File: config.mk
export PLATFORM = sky130hd
export DESIGN_NAME = brace_pair_message_parser_flat
export DESIGN_NICKNAME = d
export VERILOG_FILES = /design/src/rtl/bpmp_pkg.sv /design/src/rtl/bpmp_if.sv /design/src/rtl/bpmp_core.sv /design/src/rtl/brace_pair_message_parser.sv /design/src/flat_wrapper.sv
export SDC_FILE = /design/constraint.sdc
export NUM_CORES = 1
export LEC_CHECK = 0
export ABC_CLOCK_PERIOD_IN_PS = 2860
export BUFFER_PORTS_ARGS = -buffer_cell sky130_fd_sc_hd__buf_2
export CELL_PAD_IN_SITES_DETAIL_PLACEMENT = 1
export CELL_PAD_IN_SITES_GLOBAL_PLACEMENT = 1
export CORE_ASPECT_RATIO = 1.1
export CORE_UTILIZATION = 45
export DETAILED_ROUTE_END_ITERATION = 10
export GPL_ROUTABILITY_DRIVEN = 0
export PLACE_DENSITY = 0.8
export SETUP_SLACK_MARGIN = 0.4
export SYNTH_ARGS = -nofsm -noshare
export SYNTH_HDL_FRONTEND = slang
export SYNTH_HIERARCHICAL = 1
export SYNTH_SLANG_ARGS = --single-unit
File: constraint.sdc
create_clock -name clk -period 2.86 [get_ports clk]
set_input_delay 0.286 -clock clk [delete_from_list [all_inputs] [get_ports clk]]
set_output_delay 0.286 -clock clk [all_outputs]
set_load 0.02 [all_outputs]
File: src/rtl/bpmp_pkg.sv
`timescale 1ns / 1ps
// ----------------------------------------------------------------------------
// bpmp_pkg
// Types, codes and the type-name table shared by the brace pair message
// parser and its checker.
// ----------------------------------------------------------------------------
package bpmp_pkg;

  // parser phase
  typedef enum logic [1:0] {
    PH_OPEN    = 2'd0,
    PH_TYPE    = 2'd1,
    PH_VALUE   = 2'd2,
    PH_DISCARD = 2'd3
  } phase_t;

  // result status codes
  localparam logic [2:0] ST_NONE   = 3'd0;
  localparam logic [2:0] ST_VALUE  = 3'd1;
  localparam logic [2:0] ST_CLOSED = 3'd2;
  localparam logic [2:0] ST_ACCEPT = 3'd3;
  localparam logic [2:0] ST_REJECT = 3'd4;

  // error codes
  localparam logic [2:0] ERR_NONE  = 3'd0;
  localparam logic [2:0] ERR_BRACE = 3'd1;
  localparam logic [2:0] ERR_END   = 3'd2;
  localparam logic [2:0] ERR_TYPE  = 3'd3;
  localparam logic [2:0] ERR_LONG  = 3'd4;

  // framing characters
  localparam logic [7:0] CH_NUL   = 8'h00;
  localparam logic [7:0] CH_OPEN  = 8'h7B;
  localparam logic [7:0] CH_COLON = 8'h3A;
  localparam logic [7:0] CH_CLOSE = 8'h7D;

  // type names: caller, callee, define, use, lang
  localparam int NUM_TYPES = 5;
  localparam int NAME_MAX = 6;
  localparam logic [4:0] ALL_TYPES = 5'h1F;
  localparam logic [2:0] TYPE_LEN_MAX = 3'd7;
  localparam logic [9:0] VALUE_LIMIT_RESET = 10'd1023;

  localparam logic [2:0] TYPE_LENS [NUM_TYPES] = '{3'd6, 3'd6, 3'd6, 3'd3, 3'd4};

  localparam logic [7:0] NAME_CHARS [NUM_TYPES][NAME_MAX] = '{
    '{8'h63, 8'h61, 8'h6C, 8'h6C, 8'h65, 8'h72},  // caller
    '{8'h63, 8'h61, 8'h6C, 8'h6C, 8'h65, 8'h65},  // callee
    '{8'h64, 8'h65, 8'h66, 8'h69, 8'h6E, 8'h65},  // define
    '{8'h75, 8'h73, 8'h65, 8'h00, 8'h00, 8'h00},  // use
    '{8'h6C, 8'h61, 8'h6E, 8'h67, 8'h00, 8'h00}   // lang
  };

  // character of a type name at a position, zero past the table
  function automatic logic [7:0] name_char(input int unsigned t, input logic [2:0] pos);
    logic [7:0] c;
    c = 8'h00;
    if (t < NUM_TYPES && pos < 3'(NAME_MAX)) begin
      c = NAME_CHARS[t][pos];
    end
    return c;
  endfunction

  // per-pair parser state, value length kept apart since its width varies
  typedef struct packed {
    phase_t     phase;
    logic [4:0] cand_mask;
    logic [2:0] type_len;
    logic [2:0] cur_type;
  } pair_state_t;

  // one result item
  typedef struct packed {
    logic [2:0] status;
    logic [7:0] data_byte;
    logic [2:0] type_code;
    logic [2:0] error_kind;
  } result_t;

endpackage

File: src/rtl/bpmp_if.sv
`timescale 1ns / 1ps
// ----------------------------------------------------------------------------
// bpmp channel interfaces
// Valid/ready channels for message bytes, results and the limit register.
// ----------------------------------------------------------------------------

// message byte channel
interface bpmp_byte_if;
  logic       valid;
  logic       ready;
  logic [7:0] msg_byte;
  modport source (output valid, output msg_byte, input ready);
  modport sink   (input valid, input msg_byte, output ready);
endinterface

// result channel
interface bpmp_result_if;
  logic       valid;
  logic       ready;
  logic [2:0] status;
  logic [7:0] data_byte;
  logic [2:0] type_code;
  logic [2:0] error_kind;
  modport source (output valid, output status, output data_byte, output type_code,
                  output error_kind, input ready);
  modport sink   (input valid, input status, input data_byte, input type_code,
                  input error_kind, output ready);
endinterface

// configuration write channel
interface bpmp_cfg_if;
  logic       valid;
  logic       ready;
  logic [9:0] value_limit;
  modport source (output valid, output value_limit, input ready);
  modport sink   (input valid, input value_limit, output ready);
endinterface

File: src/rtl/bpmp_core.sv
`timescale 1ns / 1ps
// ----------------------------------------------------------------------------
// bpmp_core
// One parser step: current pair state and one byte give the next state and
// the result item. Purely combinational.
// ----------------------------------------------------------------------------
module bpmp_core #(
  parameter int VLEN_W = 10
) (
  input  bpmp_pkg::pair_state_t state,
  input  logic [VLEN_W-1:0]     value_length,
  input  logic [7:0]            msg_byte,
  input  logic [9:0]            limit,
  output bpmp_pkg::pair_state_t state_next,
  output logic [VLEN_W-1:0]     value_length_next,
  output bpmp_pkg::result_t     result
);

  logic [4:0] mask_step;
  logic       found;
  logic [2:0] found_type;
  logic       too_long;

  // candidate update for a type character
  always_comb begin
    for (int i = 0; i < bpmp_pkg::NUM_TYPES; i++) begin
      mask_step[i] = state.cand_mask[i] && (state.type_len < bpmp_pkg::TYPE_LENS[i]) &&
                     (bpmp_pkg::name_char(i, state.type_len) == msg_byte);
    end
  end

  // first full-length candidate at the colon
  always_comb begin
    found      = 1'b0;
    found_type = 3'd0;
    for (int i = 0; i < bpmp_pkg::NUM_TYPES; i++) begin
      if (!found && state.cand_mask[i] && bpmp_pkg::TYPE_LENS[i] == state.type_len) begin
        found      = 1'b1;
        found_type = 3'(i);
      end
    end
  end

  assign too_long = 10'(value_length) >= limit;

  // next state
  always_comb begin
    state_next        = state;
    value_length_next = value_length;
    case (state.phase)
      bpmp_pkg::PH_OPEN: begin
        state_next.cand_mask = bpmp_pkg::ALL_TYPES;
        state_next.type_len  = 3'd0;
        state_next.cur_type  = 3'd0;
        value_length_next    = '0;
        if (msg_byte == bpmp_pkg::CH_NUL) begin
          state_next.phase = bpmp_pkg::PH_OPEN;
        end else if (msg_byte == bpmp_pkg::CH_OPEN) begin
          state_next.phase = bpmp_pkg::PH_TYPE;
        end else begin
          state_next.phase = bpmp_pkg::PH_DISCARD;
        end
      end
      bpmp_pkg::PH_TYPE: begin
        if (msg_byte == bpmp_pkg::CH_NUL) begin
          state_next.phase     = bpmp_pkg::PH_OPEN;
          state_next.cand_mask = bpmp_pkg::ALL_TYPES;
          state_next.type_len  = 3'd0;
          state_next.cur_type  = 3'd0;
          value_length_next    = '0;
        end else if (msg_byte == bpmp_pkg::CH_COLON) begin
          if (found) begin
            state_next.phase    = bpmp_pkg::PH_VALUE;
            state_next.cur_type = found_type;
            value_length_next   = '0;
          end else begin
            state_next.phase = bpmp_pkg::PH_DISCARD;
          end
        end else begin
          state_next.cand_mask = mask_step;
          if (state.type_len < bpmp_pkg::TYPE_LEN_MAX) begin
            state_next.type_len = state.type_len + 3'd1;
          end
        end
      end
      bpmp_pkg::PH_VALUE: begin
        if (msg_byte == bpmp_pkg::CH_NUL || msg_byte == bpmp_pkg::CH_CLOSE) begin
          state_next.phase     = bpmp_pkg::PH_OPEN;
          state_next.cand_mask = bpmp_pkg::ALL_TYPES;
          state_next.type_len  = 3'd0;
          state_next.cur_type  = 3'd0;
          value_length_next    = '0;
        end else if (too_long) begin
          state_next.phase = bpmp_pkg::PH_DISCARD;
        end else begin
          value_length_next = value_length + VLEN_W'(1);
        end
      end
      default: begin
        if (msg_byte == bpmp_pkg::CH_NUL) begin
          state_next.phase     = bpmp_pkg::PH_OPEN;
          state_next.cand_mask = bpmp_pkg::ALL_TYPES;
          state_next.type_len  = 3'd0;
          state_next.cur_type  = 3'd0;
          value_length_next    = '0;
        end
      end
    endcase
  end

  // result item
  always_comb begin
    result = '{status: bpmp_pkg::ST_NONE, data_byte: 8'h00, type_code: 3'd0,
               error_kind: bpmp_pkg::ERR_NONE};
    case (state.phase)
      bpmp_pkg::PH_OPEN: begin
        if (msg_byte == bpmp_pkg::CH_NUL) begin
          result.status = bpmp_pkg::ST_ACCEPT;
        end else if (msg_byte != bpmp_pkg::CH_OPEN) begin
          result.status     = bpmp_pkg::ST_REJECT;
          result.error_kind = bpmp_pkg::ERR_BRACE;
        end
      end
      bpmp_pkg::PH_TYPE: begin
        if (msg_byte == bpmp_pkg::CH_NUL) begin
          result.status     = bpmp_pkg::ST_REJECT;
          result.error_kind = bpmp_pkg::ERR_END;
        end else if (msg_byte == bpmp_pkg::CH_COLON && !found) begin
          result.status     = bpmp_pkg::ST_REJECT;
          result.error_kind = bpmp_pkg::ERR_TYPE;
        end
      end
      bpmp_pkg::PH_VALUE: begin
        if (msg_byte == bpmp_pkg::CH_NUL) begin
          result.status     = bpmp_pkg::ST_REJECT;
          result.error_kind = bpmp_pkg::ERR_END;
        end else if (msg_byte == bpmp_pkg::CH_CLOSE) begin
          result.status    = bpmp_pkg::ST_CLOSED;
          result.type_code = state.cur_type;
        end else if (too_long) begin
          result.status     = bpmp_pkg::ST_REJECT;
          result.error_kind = bpmp_pkg::ERR_LONG;
        end else begin
          result.status    = bpmp_pkg::ST_VALUE;
          result.data_byte = msg_byte;
          result.type_code = state.cur_type;
        end
      end
      default: begin
        result.status = bpmp_pkg::ST_NONE;
      end
    endcase
  end

endmodule

File: src/rtl/brace_pair_message_parser.sv
`timescale 1ns / 1ps
// ----------------------------------------------------------------------------
// brace_pair_message_parser
// Parses {type:value} pairs from a byte stream, one result item per byte.
// ----------------------------------------------------------------------------
//  channel  dir  payload                                      accepted when
//  msg      in   msg_byte[7:0]                                valid && ready
//  res      out  status[2:0] data_byte[7:0] type_code[2:0]    valid && ready
//                error_kind[2:0]
//  cfg      in   value_limit[9:0]                             valid && ready
//
//  one item per cycle sustained while results are taken; a byte accepted into the
//  input register moves through the parser step into the result register, where
//  its result item is offered until the receiver takes it
//  the parser state updates when the input register moves to the result register
//  a stalled result holds both registers; msg stays ready while a slot is free
//  synchronous reset clears phase, pair state and valid flags, limit to 1023
//  cfg is always ready and writes the limit register at the end of the handshake cycle
// ----------------------------------------------------------------------------
module brace_pair_message_parser #(
  parameter int MAX_VALUE_LENGTH = 1023
) (
  input logic              clk,
  input logic              rst,
  bpmp_byte_if.sink        msg,
  bpmp_result_if.source    res,
  bpmp_cfg_if.sink         cfg
);

  localparam int LIM_CAP = (MAX_VALUE_LENGTH < 1023) ? MAX_VALUE_LENGTH : 1023;
  localparam int VLEN_W  = $clog2(LIM_CAP + 1);

  logic [9:0]            value_limit;
  logic [9:0]            limit;
  logic                  in_valid;
  logic [7:0]            in_byte;
  logic                  out_free;
  logic                  advance;
  bpmp_pkg::pair_state_t state;
  bpmp_pkg::pair_state_t state_next;
  logic [VLEN_W-1:0]     value_length;
  logic [VLEN_W-1:0]     value_length_next;
  bpmp_pkg::result_t     result_next;
  bpmp_pkg::result_t     result;
  logic                  out_valid;

  // limit register
  assign cfg.ready = 1'b1;
  always_ff @(posedge clk) begin
    if (rst) begin
      value_limit <= bpmp_pkg::VALUE_LIMIT_RESET;
    end else if (cfg.valid) begin
      value_limit <= cfg.value_limit;
    end
  end

  assign limit = (value_limit > 10'(LIM_CAP)) ? 10'(LIM_CAP) : value_limit;

  // handshake
  assign out_free  = !out_valid || res.ready;
  assign advance   = in_valid && out_free;
  assign msg.ready = !in_valid || out_free;

  // input register
  always_ff @(posedge clk) begin
    if (rst) begin
      in_valid <= 1'b0;
    end else if (msg.ready) begin
      in_valid <= msg.valid;
    end
  end

  always_ff @(posedge clk) begin
    if (msg.ready && msg.valid) begin
      in_byte <= msg.msg_byte;
    end
  end

  // parser step
  bpmp_core #(
    .VLEN_W (VLEN_W)
  ) u_core (
    .state             (state),
    .value_length      (value_length),
    .msg_byte          (in_byte),
    .limit             (limit),
    .state_next        (state_next),
    .value_length_next (value_length_next),
    .result            (result_next)
  );

  // pair state
  always_ff @(posedge clk) begin
    if (rst) begin
      state        <= '{phase: bpmp_pkg::PH_OPEN, cand_mask: bpmp_pkg::ALL_TYPES,
                        type_len: 3'd0, cur_type: 3'd0};
      value_length <= '0;
    end else if (advance) begin
      state        <= state_next;
      value_length <= value_length_next;
    end
  end

  // result register
  always_ff @(posedge clk) begin
    if (rst) begin
      out_valid <= 1'b0;
    end else if (advance) begin
      out_valid <= 1'b1;
    end else if (res.ready) begin
      out_valid <= 1'b0;
    end
  end

  always_ff @(posedge clk) begin
    if (advance) begin
      result <= result_next;
    end
  end

  assign res.valid      = out_valid;
  assign res.status     = result.status;
  assign res.data_byte  = result.data_byte;
  assign res.type_code  = result.type_code;
  assign res.error_kind = result.error_kind;

endmodule

File: src/flat_wrapper.sv
// flat-port wrapper written by rule: the top's interface ports become plain ports
module brace_pair_message_parser_flat 
#(
  parameter int MAX_VALUE_LENGTH = 1023
)
  (clk, rst, msg_valid, msg_msg_byte, msg_ready, res_valid, res_status, res_data_byte, res_type_code, res_error_kind, res_ready, cfg_valid, cfg_value_limit, cfg_ready);
  bpmp_byte_if msg_i ();
  bpmp_result_if res_i ();
  bpmp_cfg_if cfg_i ();
  input logic clk;
  input logic rst;
  input wire logic [$bits(msg_i.valid)-1:0] msg_valid;
  input wire logic [$bits(msg_i.msg_byte)-1:0] msg_msg_byte;
  output wire logic [$bits(msg_i.ready)-1:0] msg_ready;
  output wire logic [$bits(res_i.valid)-1:0] res_valid;
  output wire logic [$bits(res_i.status)-1:0] res_status;
  output wire logic [$bits(res_i.data_byte)-1:0] res_data_byte;
  output wire logic [$bits(res_i.type_code)-1:0] res_type_code;
  output wire logic [$bits(res_i.error_kind)-1:0] res_error_kind;
  input wire logic [$bits(res_i.ready)-1:0] res_ready;
  input wire logic [$bits(cfg_i.valid)-1:0] cfg_valid;
  input wire logic [$bits(cfg_i.value_limit)-1:0] cfg_value_limit;
  output wire logic [$bits(cfg_i.ready)-1:0] cfg_ready;
  assign msg_i.valid = msg_valid;
  assign msg_i.msg_byte = msg_msg_byte;
  assign msg_ready = msg_i.ready;
  assign res_valid = res_i.valid;
  assign res_status = res_i.status;
  assign res_data_byte = res_i.data_byte;
  assign res_type_code = res_i.type_code;
  assign res_error_kind = res_i.error_kind;
  assign res_i.ready = res_ready;
  assign cfg_i.valid = cfg_valid;
  assign cfg_i.value_limit = cfg_value_limit;
  assign cfg_ready = cfg_i.ready;
  brace_pair_message_parser #(.MAX_VALUE_LENGTH(MAX_VALUE_LENGTH)) u_core (.clk(clk), .rst(rst), .msg(msg_i), .res(res_i), .cfg(cfg_i));
endmodule
==> out/results.ini <==
[cts]
clk_latency_ns = 0.36
numCtsBuffers = 9
clockBufferDepth = 2
cts_tree = done
root_buffer = clkbuf_8
clk_pin_slew_ns = 0.08
ctsHoldBuffers = 0
cts_sinks = 60
h-tree-depth = 3

[route]
first_pass_iters = 4
drt-wirelength-per-cell_um = 17.2
ant_nets = 0
drtIter0Drc = 175
vias = 3320
drt-total-wl_mm = 10.1
viasPerCell = 5.65
drc = 0

[synth]
synth_xor_area_frac = 0.0261
netlist_area_um2 = 4020
synth_top_family_by_area = simple AND/OR/NAND/NOR gates
synth_nets = 493
synth_area_leaders = edfxtp_1 19%, dfxtp_1 17%, ha_1 6.8%
synthAdderAreaFrac = 0.0684
yosysTopAreaCell = edfxtp_1
synthFlopType = dfxtp_1
synthSimpleGateAreaFrac = 0.254
syn_avg_cell_area_um2 = 8.98
synth_compound_area_frac = 0.143
synth_mux_area_frac = 0.0728
yosysSeqAreaShare = 0.361
ys_ff_latch = 60
synthCells = 448
yosys_warnings = 6
synth_edf_count = 25
synth_top_area_share = 0.187
synth_async_sr_flop_share = 0
ys_types = 62

[min_path]
min_path_cells = 1
whs_endpoint = u_core/in_byte[1]
hold_path.class = input pin to register
min_from = msg_msg_byte[1]

[grt]
grt_max_degree = 59
antenna_found_initial = 0
grt_pass1_wl_mm = 16.3
grtUsageTotal = 0.228
grt_pass1_vias = 3177
grt_overflow_total = 0

[power]
leakage_nw = 1.86
power.density_nw_per_um2 = 455
peakVddDrop_mv = 0.205

[status]
status = finished, final reports clean

[timing]
fmax_mhz = 416
tns_ns = 0
fin_skew_ns = 0.0140
relSlewSlack = 0.464
period_needed_ns = 2.40
post-route-period-util = 0.840
worstMarginPinSlew_ns = 0.804
setup_viol = 0
rsz0062_at_grt = false
setup_ws_ns = 0.457
drv_slew = 0
hold_slack_ns = 0.103
finalHoldViolations = 0

[placed_design]
place_ws_ns = 0.416
dpl.hpwl_mm = 6.88
port_buffers = 41
dp_cells = 568

[job]
drv_cap = 0

[floorplan]
core_area_um2 = 8540
start_util = 0.471
die_area_um2 = 9320
fp-row-count = 35
num_io_pins = 43
die_h_um = 101
die_x_um = 92.2

[worst_setup_path]
r2r_start = u_core/value_length[5]
arrival_ns = 2.70
worstSetupStartpointType = register
reg2reg_to = u_core/value_length[8]
cp.required_ns = 3.15
rrSetupSlack_ns = 0.46
cp_max_fo = 6
r2r_cells = 9
cp-end-kind = register
crit_type = register to register

[finish]
layout.area.seq_um2 = 1460
syn2layout_area_growth_pct = 11.3
nFillCells = 1017
fin_nets = 517
final_cells = 588
multi_input_area_um2 = 2300
layout-drive-gt1-share = 0.199
antenna_cells = 0

## worst max-delay path by stage
stage,from,endpoint,slack (ns),depth (start not counted)
finish,u_core/value_length[5],u_core/value_length[8],0.46,9
detailed placement,u_core/state[4],u_core/value_length[0],0.42,10
global route,u_core/value_length[0],u_core/value_length[8],0.38,10
floorplan,u_core/value_limit[7],u_core/value_length[8],0.61,12
global placement,u_core/state[4],u_core/value_length[0],0.51,10
CTS,u_core/in_byte[3],u_core/value_length[6],0.42,7
## report_power, final
| group | switching (mW) | total, mW | internal, mW |
|---|---|---|---|
| Sequential | 0.0370 | 0.966 | 0.929 |
| Clock | 0.373 | 0.817 | 0.444 |
| Combinational | 0.145 | 0.254 | 0.109 |
## layer usage
metal  part of all wire  up-vias  GRT usage
met5                  0        -          0
met4              0.022        0     0.0901
li1                   -     1625          -
met2               0.47       79      0.354
met1               0.47     1598      0.306
met3              0.047       18     0.0578
## layout make-up
| type | count | area share |
|---|---|---|
| well taps | 111 | 0.0310 |
| multi-input cells | 329 | 0.513 |
| clock buffers | 12 | 0.0419 |
| flip-flops and latches | 60 | 0.326 |
| repair buffers | 54 | 0.0676 |
| clock inverters | 4 | 0.00531 |
| inverters | 18 | 0.0151 |
## synth_stat cells (all sizes together), types with 3 or more instances
library cell / n
nand2b: 40
nor2: 38
a32oi: 3
nor2b: 16
xor2: 7
nand3: 12
clkbuf: 20
a211o: 13
o21ai: 15
and3: 9
a21o: 3
mux2i: 27
ha: 22
edfxtp: 25
nand2: 30
o2111ai: 3
xnor2: 5
dfxtp: 35
nand4: 5
o21a: 4
a21oi: 18
a22o: 3
and2: 10
o211ai: 4
o22ai: 3
buf: 21
nor4: 6
nor3: 6
inv: 18
## flip-flops by register name (all words and copies together), names as in the netlist
name / cells
u_core/res.error_kind: 3
u_core/value_length: 10
u_core/res.type_code: 3
u_core/res.valid: 1
u_core/res.status: 3
u_core/in_valid: 1
u_core/in_byte: 8
u_core/res.data_byte: 8
u_core/value_limit: 10
u_core/state: 13
## critical path, stage by stage, from the launching register on
cell and delay [ns]:
dfxtp_1 0.44, ha_1 0.29, a211o_1 0.27, a21oi_1 0.24
a211o_2 0.26, nand2_1 0.10, or4_1 0.47, nand3_1 0.10
nand2b_1 0.06, mux2i_1 0.12
## cell families (layout without fill, tap and decap cells)
kind of cell,Yosys count,after routing
DFF,60,60
other,1,1
muxes,29,29
and+or+nand+nor,183,183
xor gates and xnor gates,12,12
buffers and inverters,59,88
AOI/OAI and AO/OA,82,82
adders and majority gates,22,22
## timing repair
item | CTS | global route
pin swaps | 0 | 2
hold endpoints to repair | 0 | 0
gates resized for setup | 1 | 13
setup endpoints to repair | 2 | 18
setup buffers | 0 | 4
## cells in the final DEF, fill, tap and decap left out, types with 4 or more instances in the layout
master / n
a211o_1: 12
a21oi_1: 18
and2_1: 9
and3_1: 9
buf_2: 41
buf_4: 13
clkbuf_8: 10
dfxtp_1: 31
edfxtp_1: 25
ha_1: 22
inv_1: 17
mux2i_1: 27
nand2_1: 29
nand2b_1: 40
nand3_1: 12
nand4_1: 4
nor2_1: 37
nor2b_1: 12
nor3_1: 6
nor4_1: 4
o211ai_1: 4
o21a_1: 4
o21ai_0: 12
xnor2_1: 5
xor2_1: 7
## stage by stage
step | power (mW) | utilization | instance area (um2)
floorplan | 1.17 | - | 4020
global placement | 1.22 | 0.493 | 4210
detailed placement | 1.23 | 0.493 | 4210
CTS | 2.05 | 0.518 | 4420
global route | 2.12 | 0.525 | 4480
finish | 2.04 | 0.525 | 4480
No activity file was read; power rests on OpenSTA's default activity.
